## src/hdl/frs_pkg.sv

```systemverilog
`default_nettype none
package frs_pkg;

	localparam int DEF_QUEUE_DEPTH = 64;

	localparam int MODE_W = 3;
	localparam int TIME_W = 64;
	localparam int VR_W = 64;
	localparam int TID_W = 16;
	localparam int NICE_W = 6;
	localparam int STAT_W = 2;
	localparam int CFG_W = 32;
	localparam int CFG_IDX_W = 2;
	localparam int WEIGHT_W = 17;
	localparam int CHG_SHIFT = 10;
	localparam int DVD_W = TIME_W + CHG_SHIFT;
	localparam int DIV_CNT_W = $clog2(DVD_W + 1);
	localparam int ENT_W = VR_W + TID_W + NICE_W;
	localparam int NICE_OFFSET = 20;
	localparam int NICE_LEVELS = 40;

	localparam logic [MODE_W-1:0] MODE_ADD = 3'd0;
	localparam logic [MODE_W-1:0] MODE_WAKE = 3'd1;
	localparam logic [MODE_W-1:0] MODE_YIELD = 3'd2;
	localparam logic [MODE_W-1:0] MODE_PICK = 3'd3;
	localparam logic [MODE_W-1:0] MODE_TICK = 3'd4;
	localparam logic [MODE_W-1:0] MODE_BLOCK = 3'd5;

	localparam logic [STAT_W-1:0] STAT_OK = 2'd0;
	localparam logic [STAT_W-1:0] STAT_EMPTY = 2'd1;
	localparam logic [STAT_W-1:0] STAT_FULL = 2'd2;

	localparam logic [CFG_IDX_W-1:0] CFG_SLEEP_BONUS = 2'd0;
	localparam logic [CFG_IDX_W-1:0] CFG_PERIOD = 2'd1;
	localparam logic [CFG_IDX_W-1:0] CFG_MIN_SLICE = 2'd2;

	localparam logic [CFG_W-1:0] RST_SLEEP_BONUS = 32'd20000000;
	localparam logic [CFG_W-1:0] RST_PERIOD = 32'd4000000;
	localparam logic [CFG_W-1:0] RST_MIN_SLICE = 32'd1000;

	localparam logic [WEIGHT_W-1:0] WEIGHT_ROM [NICE_LEVELS] = '{
		17'd88761, 17'd71755, 17'd56483, 17'd46273, 17'd36291,
		17'd29154, 17'd23254, 17'd18705, 17'd14949, 17'd11916,
		17'd9548, 17'd7620, 17'd6100, 17'd4904, 17'd3906,
		17'd3121, 17'd2501, 17'd1991, 17'd1586, 17'd1277,
		17'd1024, 17'd820, 17'd655, 17'd526, 17'd423,
		17'd335, 17'd272, 17'd215, 17'd172, 17'd137,
		17'd110, 17'd87, 17'd70, 17'd56, 17'd45,
		17'd36, 17'd29, 17'd23, 17'd18, 17'd15
	};

	function automatic logic [WEIGHT_W-1:0] weight_of(input logic [NICE_W-1:0] nice);
		logic signed [NICE_W:0] v;
		v = $signed({nice[NICE_W-1], nice}) + 7'(NICE_OFFSET);
		if (v < 0) begin
			return WEIGHT_ROM[0];
		end else if (v > 7'(NICE_LEVELS - 1)) begin
			return WEIGHT_ROM[NICE_LEVELS-1];
		end else begin
			return WEIGHT_ROM[v[NICE_W-1:0]];
		end
	endfunction

	typedef enum logic [4:0] {
		ST_IDLE, ST_START, ST_CHG_GO, ST_CHG_WAIT, ST_CHG_APPLY, ST_HEAD_RD, ST_FLOOR,
		ST_DISPATCH, ST_INS_CHK, ST_INS_RD, ST_INS_STEP, ST_INS_PUT, ST_INS_FIN,
		ST_PICK_RD0, ST_PICK_TAKE, ST_PICK_CHK, ST_PICK_RD, ST_PICK_MV, ST_PICK_FIN,
		ST_TICK_M1, ST_TICK_M2, ST_TICK_DIV, ST_TICK_WAIT, ST_TICK_CMP, ST_DONE
	} fsm_t;

	typedef enum logic [4:0] {
		OP_NONE, OP_LATCH, OP_CHG_DIV, OP_CHG_APPLY, OP_HEAD_RD, OP_FLOOR, OP_KEY,
		OP_EMPTY, OP_BLOCK, OP_INS_RD, OP_INS_STEP, OP_INS_PUT, OP_INS_FIN,
		OP_PICK_RD0, OP_PICK_TAKE, OP_PICK_RD, OP_PICK_MV, OP_PICK_FIN,
		OP_TICK_M1, OP_TICK_M2, OP_TICK_DIV, OP_TICK_CMP, OP_PUSH
	} dp_op_t;

	typedef struct packed {
		dp_op_t op;
	} dp_cmd_t;

	typedef struct packed {
		logic [MODE_W-1:0] mode;
		logic run_valid;
		logic empty;
		logic full;
		logic idx_zero;
		logic idx_at_cnt;
		logic ent_moves;
		logic div_busy;
	} dp_sts_t;

endpackage
`default_nettype wire

```

## src/hdl/frs_ctrl.sv

```systemverilog
`default_nettype none
module frs_ctrl (
	input  logic             clk,
	input  logic             arst_n,
	input  logic             in_valid,
	output logic             in_ready,
	output logic             out_valid,
	input  logic             out_ready,
	input  frs_pkg::dp_sts_t sts,
	output frs_pkg::dp_cmd_t cmd
);
	import frs_pkg::*;

	fsm_t state_q;
	fsm_t state_nxt;
	logic out_valid_q;
	logic push;

	assign push = (state_q == ST_DONE) && (!out_valid_q || out_ready);

	always_ff @(posedge clk or negedge arst_n) begin
		if (!arst_n) begin
			state_q <= ST_IDLE;
			out_valid_q <= 1'b0;
		end else begin
			state_q <= state_nxt;
			if (push) begin
				out_valid_q <= 1'b1;
			end else if (out_ready) begin
				out_valid_q <= 1'b0;
			end
		end
	end

	always_comb begin
		state_nxt = state_q;
		unique case (state_q)
			ST_IDLE: if (in_valid) state_nxt = ST_START;
			ST_START: begin
				case (sts.mode) inside
					MODE_ADD, MODE_WAKE, MODE_YIELD, MODE_TICK, MODE_BLOCK:
						state_nxt = sts.run_valid ? ST_CHG_GO : ST_HEAD_RD;
					MODE_PICK: state_nxt = ST_DISPATCH;
					default: state_nxt = ST_DONE;
				endcase
			end
			ST_CHG_GO: state_nxt = ST_CHG_WAIT;
			ST_CHG_WAIT: if (!sts.div_busy) state_nxt = ST_CHG_APPLY;
			ST_CHG_APPLY: state_nxt = ST_HEAD_RD;
			ST_HEAD_RD: state_nxt = ST_FLOOR;
			ST_FLOOR: state_nxt = ST_DISPATCH;
			ST_DISPATCH: begin
				case (sts.mode) inside
					MODE_ADD, MODE_WAKE: state_nxt = sts.full ? ST_DONE : ST_INS_CHK;
					MODE_YIELD:
						state_nxt = (sts.run_valid && !sts.full) ? ST_INS_CHK : ST_DONE;
					MODE_PICK: state_nxt = sts.empty ? ST_DONE : ST_PICK_RD0;
					MODE_TICK:
						state_nxt = (sts.run_valid && !sts.empty) ? ST_TICK_M1 : ST_DONE;
					default: state_nxt = ST_DONE;
				endcase
			end
			ST_INS_CHK: state_nxt = sts.idx_zero ? ST_INS_PUT : ST_INS_RD;
			ST_INS_RD: state_nxt = ST_INS_STEP;
			ST_INS_STEP: state_nxt = sts.ent_moves ? ST_INS_CHK : ST_INS_FIN;
			ST_INS_PUT: state_nxt = ST_INS_FIN;
			ST_INS_FIN: state_nxt = ST_DONE;
			ST_PICK_RD0: state_nxt = ST_PICK_TAKE;
			ST_PICK_TAKE: state_nxt = ST_PICK_CHK;
			ST_PICK_CHK: state_nxt = sts.idx_at_cnt ? ST_PICK_FIN : ST_PICK_RD;
			ST_PICK_RD: state_nxt = ST_PICK_MV;
			ST_PICK_MV: state_nxt = ST_PICK_CHK;
			ST_PICK_FIN: state_nxt = ST_DONE;
			ST_TICK_M1: state_nxt = ST_TICK_M2;
			ST_TICK_M2: state_nxt = ST_TICK_DIV;
			ST_TICK_DIV: state_nxt = ST_TICK_WAIT;
			ST_TICK_WAIT: if (!sts.div_busy) state_nxt = ST_TICK_CMP;
			ST_TICK_CMP: state_nxt = ST_DONE;
			ST_DONE: if (push) state_nxt = ST_IDLE;
			default: state_nxt = ST_IDLE;
		endcase
	end

	always_comb begin
		cmd.op = OP_NONE;
		unique case (state_q)
			ST_IDLE: if (in_valid) cmd.op = OP_LATCH;
			ST_CHG_GO: cmd.op = OP_CHG_DIV;
			ST_CHG_APPLY: cmd.op = OP_CHG_APPLY;
			ST_HEAD_RD: cmd.op = OP_HEAD_RD;
			ST_FLOOR: cmd.op = OP_FLOOR;
			ST_DISPATCH: begin
				case (sts.mode) inside
					MODE_ADD, MODE_WAKE: cmd.op = OP_KEY;
					MODE_YIELD: if (sts.run_valid) cmd.op = OP_KEY;
					MODE_PICK: if (sts.empty) cmd.op = OP_EMPTY;
					MODE_BLOCK: if (sts.run_valid) cmd.op = OP_BLOCK;
					default: cmd.op = OP_NONE;
				endcase
			end
			ST_INS_RD: cmd.op = OP_INS_RD;
			ST_INS_STEP: cmd.op = OP_INS_STEP;
			ST_INS_PUT: cmd.op = OP_INS_PUT;
			ST_INS_FIN: cmd.op = OP_INS_FIN;
			ST_PICK_RD0: cmd.op = OP_PICK_RD0;
			ST_PICK_TAKE: cmd.op = OP_PICK_TAKE;
			ST_PICK_RD: cmd.op = OP_PICK_RD;
			ST_PICK_MV: cmd.op = OP_PICK_MV;
			ST_PICK_FIN: cmd.op = OP_PICK_FIN;
			ST_TICK_M1: cmd.op = OP_TICK_M1;
			ST_TICK_M2: cmd.op = OP_TICK_M2;
			ST_TICK_DIV: cmd.op = OP_TICK_DIV;
			ST_TICK_CMP: cmd.op = OP_TICK_CMP;
			ST_DONE: if (push) cmd.op = OP_PUSH;
			default: cmd.op = OP_NONE;
		endcase
	end

	assign in_ready = state_q == ST_IDLE;
	assign out_valid = out_valid_q;
endmodule
`default_nettype wire

```

## config.mk

```make
export PLATFORM = sky130hd
export DESIGN_NAME = frs_ctrl
export DESIGN_NICKNAME = d
export VERILOG_FILES = /design/src/hdl/frs_pkg.sv /design/src/hdl/frs_ctrl.sv
export SDC_FILE = /design/constraint.sdc
export NUM_CORES = 1
export LEC_CHECK = 0
export BUFFER_PORTS_ARGS = -buffer_cell sky130_fd_sc_hd__buf_4
export CAP_MARGIN = 10
export CORE_UTILIZATION = 25
export CTS_BUF_LIST = sky130_fd_sc_hd__clkbuf_4
export CTS_CLUSTER_DIAMETER = 60
export DETAILED_ROUTE_END_ITERATION = 10
export HOLD_SLACK_MARGIN = 0.02
export PLACE_DENSITY = 0.42
export SLEW_MARGIN = 30
export SYNTH_ARGS = -nofsm -noshare
export SYNTH_HDL_FRONTEND = slang
export SYNTH_SLANG_ARGS = --single-unit
```

## constraint.sdc

```tcl
create_clock -name clk -period 1.9 [get_ports clk]
set_clock_uncertainty 0.05 [all_clocks]
set_input_delay 0 -clock clk [delete_from_list [all_inputs] [get_ports clk]]
set_output_delay 0 -clock clk [all_outputs]
set_load 0.01 [all_outputs]
```

# After elaboration in Yosys (flattened, before gate mapping)
# Index checks and enable logic that the tools add are counted.
[totals] in_bits=14 reg_bits=6
[op_classes] eq_ne=33 reduce_logical=15 mux=31
[ops] cell="one-hot mux 5 bit (22 select lines)" count=1
[ops] cell="one-hot mux 5 bit (20 select lines)" count=1
[ops] cell="2-to-1 mux 5 bit" count=13
[ops] cell="equality test 5 bit, second input constant" count=9
[ops] cell="equality test 5 x 4 -> 1 bit, second input constant" count=8
[ops] cell="2-to-1 mux 4 bit" count=7
[ops] cell="equality test 5 x 3 -> 1 bit, second input constant" count=4
[ops] cell="2-to-1 mux 3 bit" count=4
[ops] cell="equality test 5 x 2 -> 1 bit, second input constant" count=2
[ops] cell="!= test 2 bit, second input constant" count=4
[ops] cell="equality test 3 x 2 -> 1 bit, second input constant" count=2
[ops] cell="equality test 3 bit, second input constant" count=2
[ops] cell="equality test 5 x 1 -> 1 bit, second input constant" count=1
[ops] cell="zero test 5 bit" count=1
[ops] cell="OR reduction 5 bit" count=1
[ops] cell="2-to-1 mux 2 bit" count=2
[ops] cell="AND reduction 4 bit" count=1
[ops] cell="OR reduction 2 bit" count=2
[ops] cell="equality test 3 x 1 -> 1 bit, second input constant" count=1
[ops] cell="logical AND 1 bit" count=3
[ops] cell="zero test 1 bit" count=3
[ops] cell="zero test 3 bit" count=1
[ops] cell="2-to-1 mux 1 bit" count=3
[ops] cell="OR reduction 3 bit" count=1
[ops] cell="other kinds (2)" count=2

# Longest topological paths before layout
# Gate-level depths: netlist (run 1).
[logic_depth] ltp_word=8 mapped_depth=7

# Worst setup path after synthesis (run 1)
# Ideal clock, no wire load.
[synth_timing] path_type="reg-to-reg" startpoint="register state_q[4]" endpoint="register state_q[0]" setup_slack_ps=444 n_path_buf=0 setup_ps=82 path_stages_with_launch=6 arrival_time_ps=1324 cell_sequence="dfrtp_1 nand2b_1 or4_1 a21oi_1 nor3_1 a22oi_2"
[synth_between] elab_chain_len=4 elab_cells_between_ends=34
[synth_lines] item="start: declaration" line="frs_ctrl.sv:14" source="fsm_t state_q;"
[synth_lines] item="start signal: assignment" line="frs_ctrl.sv:26" source="state_q <= state_nxt;"
[synth_lines] item="branches (longest 4 deep; another with one-hot mux 5 bit (22 select lines))"
# Several ways; the timed one is not identified.
# A chain may end at the register's enable or synchronous reset.

==> impl_metrics.csv, run 1 <==
group,metric,value,unit
critical_path,max_stage_delay,0.44,ns
die,die_h,64.2,microns
routing,drt-total-wl,3.44,mm
hold_path,hold_class,"input port to flip-flop",
critical_path,cp-end-kind,"primary output",
placement,dp.cells,212,
layout,final_cell_mix,"buf_4, nor2_1, nand2_1, a21oi_1",
die,pin_count,21,
clocking,clockBufferDepth,2,
grt,grt_pass1_wl,5.31,mm
critical_path,worstPathArrival,1.77,ns
pwr,p_per_area,1660,nW/um^2
die,start_util,26.3,%
grt,grt_max_degree,21,
critical_path,slowest_stage,"dfrtp_2",
timing,final_hold_viol_count,0,
timing,fin_crit,1.82,ns
timing,finalMaxSlewViolations,0,
routing,wl_per_cell,15.6,microns
layout,layout_commonest_cell,"buf_4",
synthesis,async_flop_share,100,%
synthesis,yosys.area.top_type,"dfrtp_1",
layout,instances_no_fill,220,
routing,via_per_inst,5.59,
critical_path,critPathRequiredTime,1.85,ns
clocking,clkSinkCount,6,
placement,place_congestion,0.796,
timing,fin_crit_sh,96.0,%
grt,grt_pass1_vias,1107,
critical_path,worstSetupStartpointType,"flip-flop",
layout,antenna_cells,0,
critical_path,worstSetupPathType,"flip-flop to primary output",
timing,whs,0.0295,ns
routing,ant_nets,0,
synthesis,yosysTopAreaCellShare,15.5,%
grt,grt_use_total,16.7,%
timing,fmax,0.548,GHz
die,die_x,64.2,microns
clocking,cts-root-buf,"clkbuf_4",
critical_path,crit_fanout,6,
layout,areaGrowthSynthToFinish,33.2,%
routing,dr.pass1.iters,4,
synthesis,syn_area,968,sq um
die,fp-row-count,22,
synthesis,ys_seq_area_share,15.5,%
clocking,htreeDepth,1,
routing,num_vias,1230,
timing,tightest_slew,0.451,ns
routing,drc_errors,0,
synthesis,yosysWarnings,0,
grt,grt_antenna_before_repair,0,
pwr,ir_worst_vdd,0.483,mV
outcome,outcome,"complete, no violations",
synthesis,synthFlopType,"dfrtp_1",
grt,grt_overflow_total,0,
clocking,clock_latency,0.24,ns
synthesis,synth.distinct_cells,48,
pwr,p_leak,0.519,nW
timing,setup_viol,0,
synthesis,synthesis.nets,160,
synthesis,synth.avg_cell_area,6.63,sq um
clocking,cts_made_buffers,3,
layout,drive_above_1_share,29.7,%
layout,fin_nets,188,
run,maxCapViolations,0,
synthesis,synthTopCellsByArea,"dfrtp_1, a21oi_1, nor2_1",
routing,drtIter0Drc,57,
critical_path,path_cells,"nand3b_1 > or3_4 > a31oi_2 > a21oi_2 > o221ai_1 > buf_4",
synthesis,synth_enable_flop_cells,0,
placement,port_buffers,20,
synthesis,syn_inst,146,
clocking,tritoncts,"yes",
die,dieArea,4130,sq um
synthesis,yosys_register_bits,6,
clocking,path_clk_slew,0.05,ns
placement,hpwl,2.57,mm
timing,slew_headroom,69.8,%
die,core-area,3690,sq um
==> worst max-delay path: cells and delay by family, from the launching register on <==
kind / cells / cell delay, ns
simple gates: 2 / 0.61
flops: 1 / 0.44
compound gates: 3 / 0.33
buf+inv: 1 / 0.15
==> final cells by class <==
type                            count  area, sq um
Clock buffer                        3         22.5
Multi-Input combinational cell    123          747
Inverter                            3         15.0
Fill cell                         423         2400
Timing Repair Buffer               37          290
Tap cell                           48         60.1
Sequential cell                     6          155
==> per-stage QoR <==
stage	TNS (ns)	setup WS, ns	cell area [sq um]	total power [mW]	util [%]
6_report	0	0.0766	1290	2.14	35.0
5_1_grt	-0.0276	-0.0188	1290	2.30	35.0
4_1_cts	0	0.00911	1240	2.05	33.7
3_5_place_dp	0	0.134	1210	1.92	32.7
3_3_place_gp	0	0.0919	1210	1.94	32.7
2_1_floorplan	0	0.444	968	1.34	-
==> cell usage after synthesis (all sizes together), types with 2 or more instances <==
master and n:
nand3b 2, and2 3, nand4 2, a32oi 2
nand3 3, or3 4, o21ai 9, nor4 2
a211oi 2, o22ai 5, nor3 9, a22oi 3
nand2b 7, clkbuf 3, nor2b 4, nand2 12
nor2 15, o211ai 3, inv 2, a21oi 13
buf 11, dfrtp 6, a31oi 5
==> state kept, by name, indices dropped and copies added, names as in the netlist <==
signal and count:
state_q 5, out_valid 1
==> cells by family (layout without fill, tap and decap cells) <==
group | after synthesis | count (layout) | synth area share, %
AND/OR/NAND/NOR | 69 | 69 | 38.4
AO/OA/AOI/OAI | 52 | 52 | 35.3
buffers and inverters | 17 | 43 | 8.91
flip-flops | 6 | 6 | 15.5
XOR/XNOR | 1 | 1 | 0.905
multiplexers | 1 | 1 | 1.03
==> what timing repair did <==
action,CTS,global route
resized for setup,3,5
setup buffers,0,4
hold endpoints to repair,6,0
hold buffers,1,0
endpoints found under the setup margin,5,5
==> metal layers <==
metal  vias up  global-route usage [%]  routed length, microns
li1        598                       -                       -
met4         0                    6.11                      25
met1       578                    22.2                    1580
met3         4                    1.79                     186
met5         -                       0                       0
met2        50                    27.5                    1640
==> worst paths after layout <==
| check | endpoint | slack [ns] | depth (start not counted) | from |
|---|---|---|---|---|
| worst min-delay path | state_q[1] | 0.03 | 3 | sts[0] |
| min in group asynchronous | state_q[3] | 0.05 | 2 | arst_n |
| worst max-delay path | cmd[1] | 0.08 | 6 | state_q[4] |
| max in group asynchronous | state_q[4] | 1.62 | 2 | arst_n |
| worst min register to register | out_valid | 0.59 | 2 | out_valid |
| worst max register to register | state_q[0] | 0.22 | 5 | state_q[2] |
==> where the power goes <==
| part | internal, mW | total [mW] | switching, mW |
|---|---|---|---|
| sequential | 0.193 | 0.307 | 0.115 |
| clock | 0.0715 | 0.118 | 0.0466 |
| combinational | 0.786 | 1.71 | 0.925 |
No activity file was read; power rests on OpenSTA's default activity.
==> inputs of run 2 (changes only) <==
==> constraint.sdc (replaced) <==
create_clock -name clk -period 2.1 [get_ports clk]
set_clock_uncertainty 0.05 [all_clocks]
set_input_delay 0 -clock clk [delete_from_list [all_inputs] [get_ports clk]]
set_output_delay 0 -clock clk [all_outputs]
set_load 0.01 [all_outputs]
==> run 2 against run 1 <==
Effect of this change: sequential power is 2% lower; count of clock-buffer cells in the layout stayed put; die area stayed put; hold slack worse by 0.0024 ns; register-to-register slack better by 0.13 ns; sequential cell count stayed put; combinational power is 20% lower; final area is 5.3% lower; first-iteration DRC count is 18% lower; sequential share of layout area is 0.58 points higher; clock power is 7% lower; worst setup slack better by 0.012 ns; critical path type unchanged; largest cell class unchanged.
==> impl_metrics.csv, run 2 (synthesis gave the netlist of run 1 again) <==
group,metric,value,unit
outcome,outcome,"complete, no violations",
routing,drc_errors,0,
critical_path,timing.rr.end,"state_q[0]",
routing,drt-total-wl,3.13,mm
timing,fmax,0.497,GHz
routing,ant_nets,0,
die,die_h,64.2,microns
layout,largest_register,"state_q",
clocking,cts-root-buf,"clkbuf_4",
clocking,htreeDepth,1,
clocking,clkSinkCount,6,
die,pin_count,21,
placement,place_ws,0.302,ns
critical_path,critPathRequiredTime,2.05,ns
routing,num_vias,1190,
grt,grt_pass1_vias,1086,
routing,via_per_inst,5.56,
pwr,p_per_area,1460,nW/um^2
critical_path,crit_buf_inv,2,
critical_path,worstPathArrival,1.96,ns
routing,drtIter0Drc,47,
layout,antenna_cells,0,
run,maxCapViolations,0,
clocking,post_cts_buffers,0,
placement,place_congestion,0.900,
critical_path,cp-end-kind,"primary output",
layout,fin_nets,182,
grt,grt_overflow_total,0,
timing,finalMaxSlewViolations,0,
layout,drive_above_1_share,24.7,%
critical_path,worstSetupPathType,"flip-flop to primary output",
die,fp-row-count,22,
critical_path,reg2reg_slack,0.35,ns
clocking,cts_made_buffers,3,
die,die_x,64.2,microns
timing,fin_crit_sh,95.8,%
critical_path,critPathTopFamily,"simple AND/OR/NAND/NOR gates",
critical_path,worstRegToRegCells,6,
routing,routed.top_layer,"met4",
layout,areaGrowthSynthToFinish,26.1,%
die,dieArea,4130,sq um
hold_path,hold_path_depth,3,
critical_path,crit_fanout,9,
die,core-area,3690,sq um
grt,grt_use_total,15.6,%
timing,slew_headroom,76.7,%
hold_path,hold_class,"input port to flip-flop",
timing,fin_crit,2.01,ns
grt,grt_pass1_wl,5.09,mm
critical_path,max_stage_delay,0.43,ns
hold_path,hold_path_startpoint,"sts[0]",
critical_path,path_cells,"buf_4 > nand3b_1 > or3_1 > a31oi_2 > a21oi_1 > o211ai_1 > buf_4",
timing,fin_ws,0.0887,ns
grt,grt_max_degree,24,
timing,final_hold_viol_count,0,
pwr,finalPower,1.78,mW
routing,wl_per_cell,14.6,microns
clocking,path_clk_slew,0.05,ns
critical_path,worstSetupStartpointType,"flip-flop",
grt,grt_antenna_before_repair,0,
layout,layout_commonest_cell,"buf_4",
placement,hpwl,2.42,mm
critical_path,cpMostUsedCell,"buf_4",
timing,setup_viol,0,
routing,wl_met1,1.50,mm
routing,wl_met2,1.51,mm
timing,tightest_slew,0.349,ns
pwr,p_leak,0.484,nW
layout,final_cell_mix,"buf_4, nor2_1, a21oi_1, nand2_1",
hold_path,hold_end,"state_q[1]",
routing,met3_length,121,microns
routing,dr.pass1.iters,4,
clocking,clockBufferDepth,2,
placement,port_buffers,20,
die,start_util,26.3,%
critical_path,slowest_stage,"or3_1",
pwr,ir_worst_vdd,0.679,mV
critical_path,critPathLaunch,"state_q[0]",
layout,largest_register_ffs,5,
clocking,tritoncts,"yes",
critical_path,r2r_start,"state_q[1]",
clocking,clock_latency,0.25,ns
[run 2: cell count changes in the layout (fill, tap and decap cells not counted), sizes merged]
cell / before / now
clkinvlp: 1 / 0
clkbuf: 4 / 3
clkinv: 0 / 1
buf: 35 / 30
[run 2: worst max path at each step]
| stage | end | slack (ns) | depth (start not counted) |
|---|---|---|---|
| 2_1_floorplan | state_q[0] | 0.64 | 5 |
| 3_3_place_gp | cmd[2] | 0.24 | 6 |
| 3_5_place_dp | cmd[2] | 0.30 | 6 |
| 4_1_cts | cmd[2] | 0.002 | 6 |
| 5_1_grt | cmd[2] | -0.03 | 7 |
| 6_report | cmd[2] | 0.09 | 7 |
[run 2: report_power, final]
group / total [mW] / internal (mW) / leakage, nW / switching (mW)
clock network: 0.110 / 0.0649 / 0.0138 / 0.0454
registers: 0.302 / 0.172 / 0.0723 / 0.131
logic: 1.37 / 0.631 / 0.398 / 0.737
total: 1.78 / 0.867 / 0.484 / 0.913
[run 2: stage by stage]
step / area (sq um) / std cells / hold WS (ns) / util, % / TNS (ns)
detailed placement: 1180 / 210 / -0.234 / 32.0 / 0
global placement: 1180 / 210 / -0.238 / 32.0 / 0
CTS: 1210 / 214 / 0.0275 / 32.8 / 0
global route: 1220 / 214 / 0.0472 / 33.1 / -0.0425
finish: 1220 / 214 / 0.0271 / 33.1 / 0
floorplan: 968 / 146 / -0.346 / - / 0
[run 2: metal layers]
metal	global-route usage, %	vias to the layer above
met1	21.9	568
met3	2.32	2
li1	-	588
met4	1.67	0
met5	0	-
met2	25.8	32
[run 2: repair_timing]
item | 4_1_cts | 5_1_grt
hold endpoints to repair | 6 | 0
hold buffers | 1 | 0
endpoints found under the setup margin | 0 | 2
resized for setup | 0 | 4
[run 2: final cells by class]
class,instances,area [sq um]
fill,427,2470
multi-input combinational,123,738
timing repair buffer,31,235
sequential,6,154
tap,48,60.1
clock buffer,3,22.5
inverter,3,11.3
[run 2: worst register-to-register path, stage by stage (launching register included)]
cell and delay [ns]:
dfrtp_1 0.50, buf_4 0.22, or2_2 0.29, a21oi_1 0.20
a311oi_1 0.07, o32a_1 0.21, a22oi_2 0.14
==> inputs of run 3 (changes only) <==
--- a/config.mk
+++ b/config.mk
@@ -7,12 +7,14 @@
 export LEC_CHECK = 0
 export BUFFER_PORTS_ARGS = -buffer_cell sky130_fd_sc_hd__buf_4
 export CAP_MARGIN = 10
+export CELL_PAD_IN_SITES_DETAIL_PLACEMENT = 1
+export CELL_PAD_IN_SITES_GLOBAL_PLACEMENT = 1
 export CORE_UTILIZATION = 25
 export CTS_BUF_LIST = sky130_fd_sc_hd__clkbuf_4
 export CTS_CLUSTER_DIAMETER = 60
 export DETAILED_ROUTE_END_ITERATION = 10
 export HOLD_SLACK_MARGIN = 0.02
-export PLACE_DENSITY = 0.42
+export PLACE_DENSITY = 0.55
 export SLEW_MARGIN = 30
 export SYNTH_ARGS = -nofsm -noshare
 export SYNTH_HDL_FRONTEND = slang
==> run 3 against run 2 <==
Effect of this change: sequential power decreased by 4%; register-to-register slack about the same; critical endpoint unchanged; non-clock buffer count decreased by 1; worst setup slack better by 0.032 ns.
==> impl_metrics.csv, run 3 (synthesis gave the netlist of run 1 again) <==
group,metric,value,unit
grt,grt_antenna_before_repair,0,
timing,setup_viol,0,
layout,multi_input_area,743,sq um
timing,slew_headroom,71.4,%
clocking,path_clk_slew,0.05,ns
routing,via_per_inst,5.54,
critical_path,crit_buf_inv,2,
layout,drive_above_1_share,24.8,%
routing,num_vias,1181,
clocking,htreeDepth,1,
critical_path,slowest_stage,"dfrtp_2",
grt,grt_use_total,19.3,%
timing,finalMaxSlewViolations,0,
clocking,tritoncts,"yes",
layout,areaGrowthSynthToFinish,27.1,%
die,pin_count,21,
placement,hpwl,2.91,mm
layout,fin_nets,181,
clocking,clock_latency,0.25,ns
critical_path,cpMostUsedCell,"buf_4",
layout,final_cell_mix,"buf_4, nor2_1, a21oi_1, nand2_1",
critical_path,path_cells,"buf_4 > nand3b_1 > or3_4 > a31oi_2 > a21oi_1 > o211ai_1 > buf_4",
routing,ant_nets,0,
die,die_x,64.2,microns
critical_path,cp.depth,7,
pwr,p_leak,0.485,nW
critical_path,critPathRequiredTime,2.05,ns
die,core-area,3690,sq um
outcome,outcome,"complete, no violations",
layout,fillers,478,
critical_path,reg2reg_slack,0.34,ns
critical_path,worstPathArrival,1.93,ns
pwr,p_per_area,1500,nW/um^2
timing,finalSetupTns,0,ns
die,dieArea,4130,sq um
critical_path,max_stage_delay,0.42,ns
clocking,clkSinkCount,6,
timing,fin_ws,0.120,ns
placement,place_congestion,0.867,
run,maxCapViolations,0,
hold_path,hold_path_depth,3,
routing,drtIter0Drc,47,
die,start_util,26.3,%
routing,drc_errors,0,
clocking,cts-root-buf,"clkbuf_4",
layout,layout_commonest_cell,"buf_4",
die,fp-row-count,22,
layout,antenna_cells,0,
grt,grt_pass1_wl,6.23,mm
grt,grt_max_degree,27,
timing,final_hold_viol_count,0,
clocking,cts_made_buffers,3,
clocking,clockBufferDepth,2,
layout,seqCellArea,154,sq um
placement,port_buffers,20,
timing,whs,0.0689,ns
critical_path,worstSetupPathType,"flip-flop to primary output",
critical_path,crit_fanout,10,
critical_path,critPathTopFamily,"simple AND/OR/NAND/NOR gates",
grt,grt_overflow_total,0,
timing,tightest_slew,0.427,ns
routing,wl_per_cell,17.5,microns
timing,rsz0062_at_grt,"false",
grt,grt_pass1_vias,1207,
layout,largest_register_ffs,5,
routing,drt-total-wl,3.72,mm
routing,dr.pass1.iters,4,
timing,fmax,0.505,GHz
critical_path,cp-end-kind,"primary output",
critical_path,worstSetupStartpointType,"flip-flop",
critical_path,worstRegToRegCells,6,
hold_path,hold_class,"input port to flip-flop",
timing,fin_crit_sh,94.3,%
placement,place_ws,0.254,ns
pwr,ir_worst_vdd,0.418,mV
timing,fin_crit,1.98,ns
die,die_h,64.2,microns
layout,largest_register,"state_q",
## run 3: repair_timing
| item | CTS | global route |
|---|---|---|
| endpoints found under the hold margin | 6 | 0 |
| setup endpoints to repair | 2 | 2 |
| buffers inserted | 0 | 0 |
| hold buffers | 1 | 0 |
| resized for setup | 2 | 3 |
## run 3: power breakdown
part | total, mW | leakage (nW) | internal (mW) | switching (mW)
sequential | 0.289 | 0.0723 | 0.172 | 0.117
clock | 0.111 | 0.0138 | 0.0649 | 0.0458
combinational | 1.45 | 0.399 | 0.636 | 0.810
## run 3: final cells by class
| cell class | count | area share (%) |
|---|---|---|
| clock buffers | 3 | 1.83 |
| inverters | 3 | 0.915 |
| multi-input cells | 123 | 60.4 |
| flip-flops and latches | 6 | 12.5 |
| well taps | 48 | 4.88 |
| repair buffers | 30 | 19.5 |
## run 3: through the flow
step                      util, %  cells  cell area, sq um  power [mW]
after global placement       32.1    209              1180        1.71
after floorplan                 -    146               968        1.22
after global routing         33.4    213              1230        2.01
final                        33.4    213              1230        1.85
after detailed placement     32.1    209              1180        1.71
after CTS                    33.0    213              1220        1.83
## run 3: final timing paths
path                                  from         end
worst max-delay path            state_q[1]      cmd[2]
worst min-delay path                sts[0]  state_q[0]
worst max register to register  state_q[0]  state_q[4]
worst min register to register   out_valid   out_valid
max in group asynchronous           arst_n  state_q[1]
min in group asynchronous           arst_n  state_q[2]
## run 3: metal layers
metal,share of wire (%),global-route usage (%)
met3,2.9,0.893
met1,49,27.0
met2,48,32.2
met5,0,0
met4,0.81,4.17
## run 3: worst register-to-register path, stage by stage (launching register included)
cell and delay (ns):
dfrtp_1 0.49, buf_4 0.22, and2_1 0.30, a22oi_1 0.14
o22ai_1 0.15, nor2_1 0.06, o311ai_1 0.24
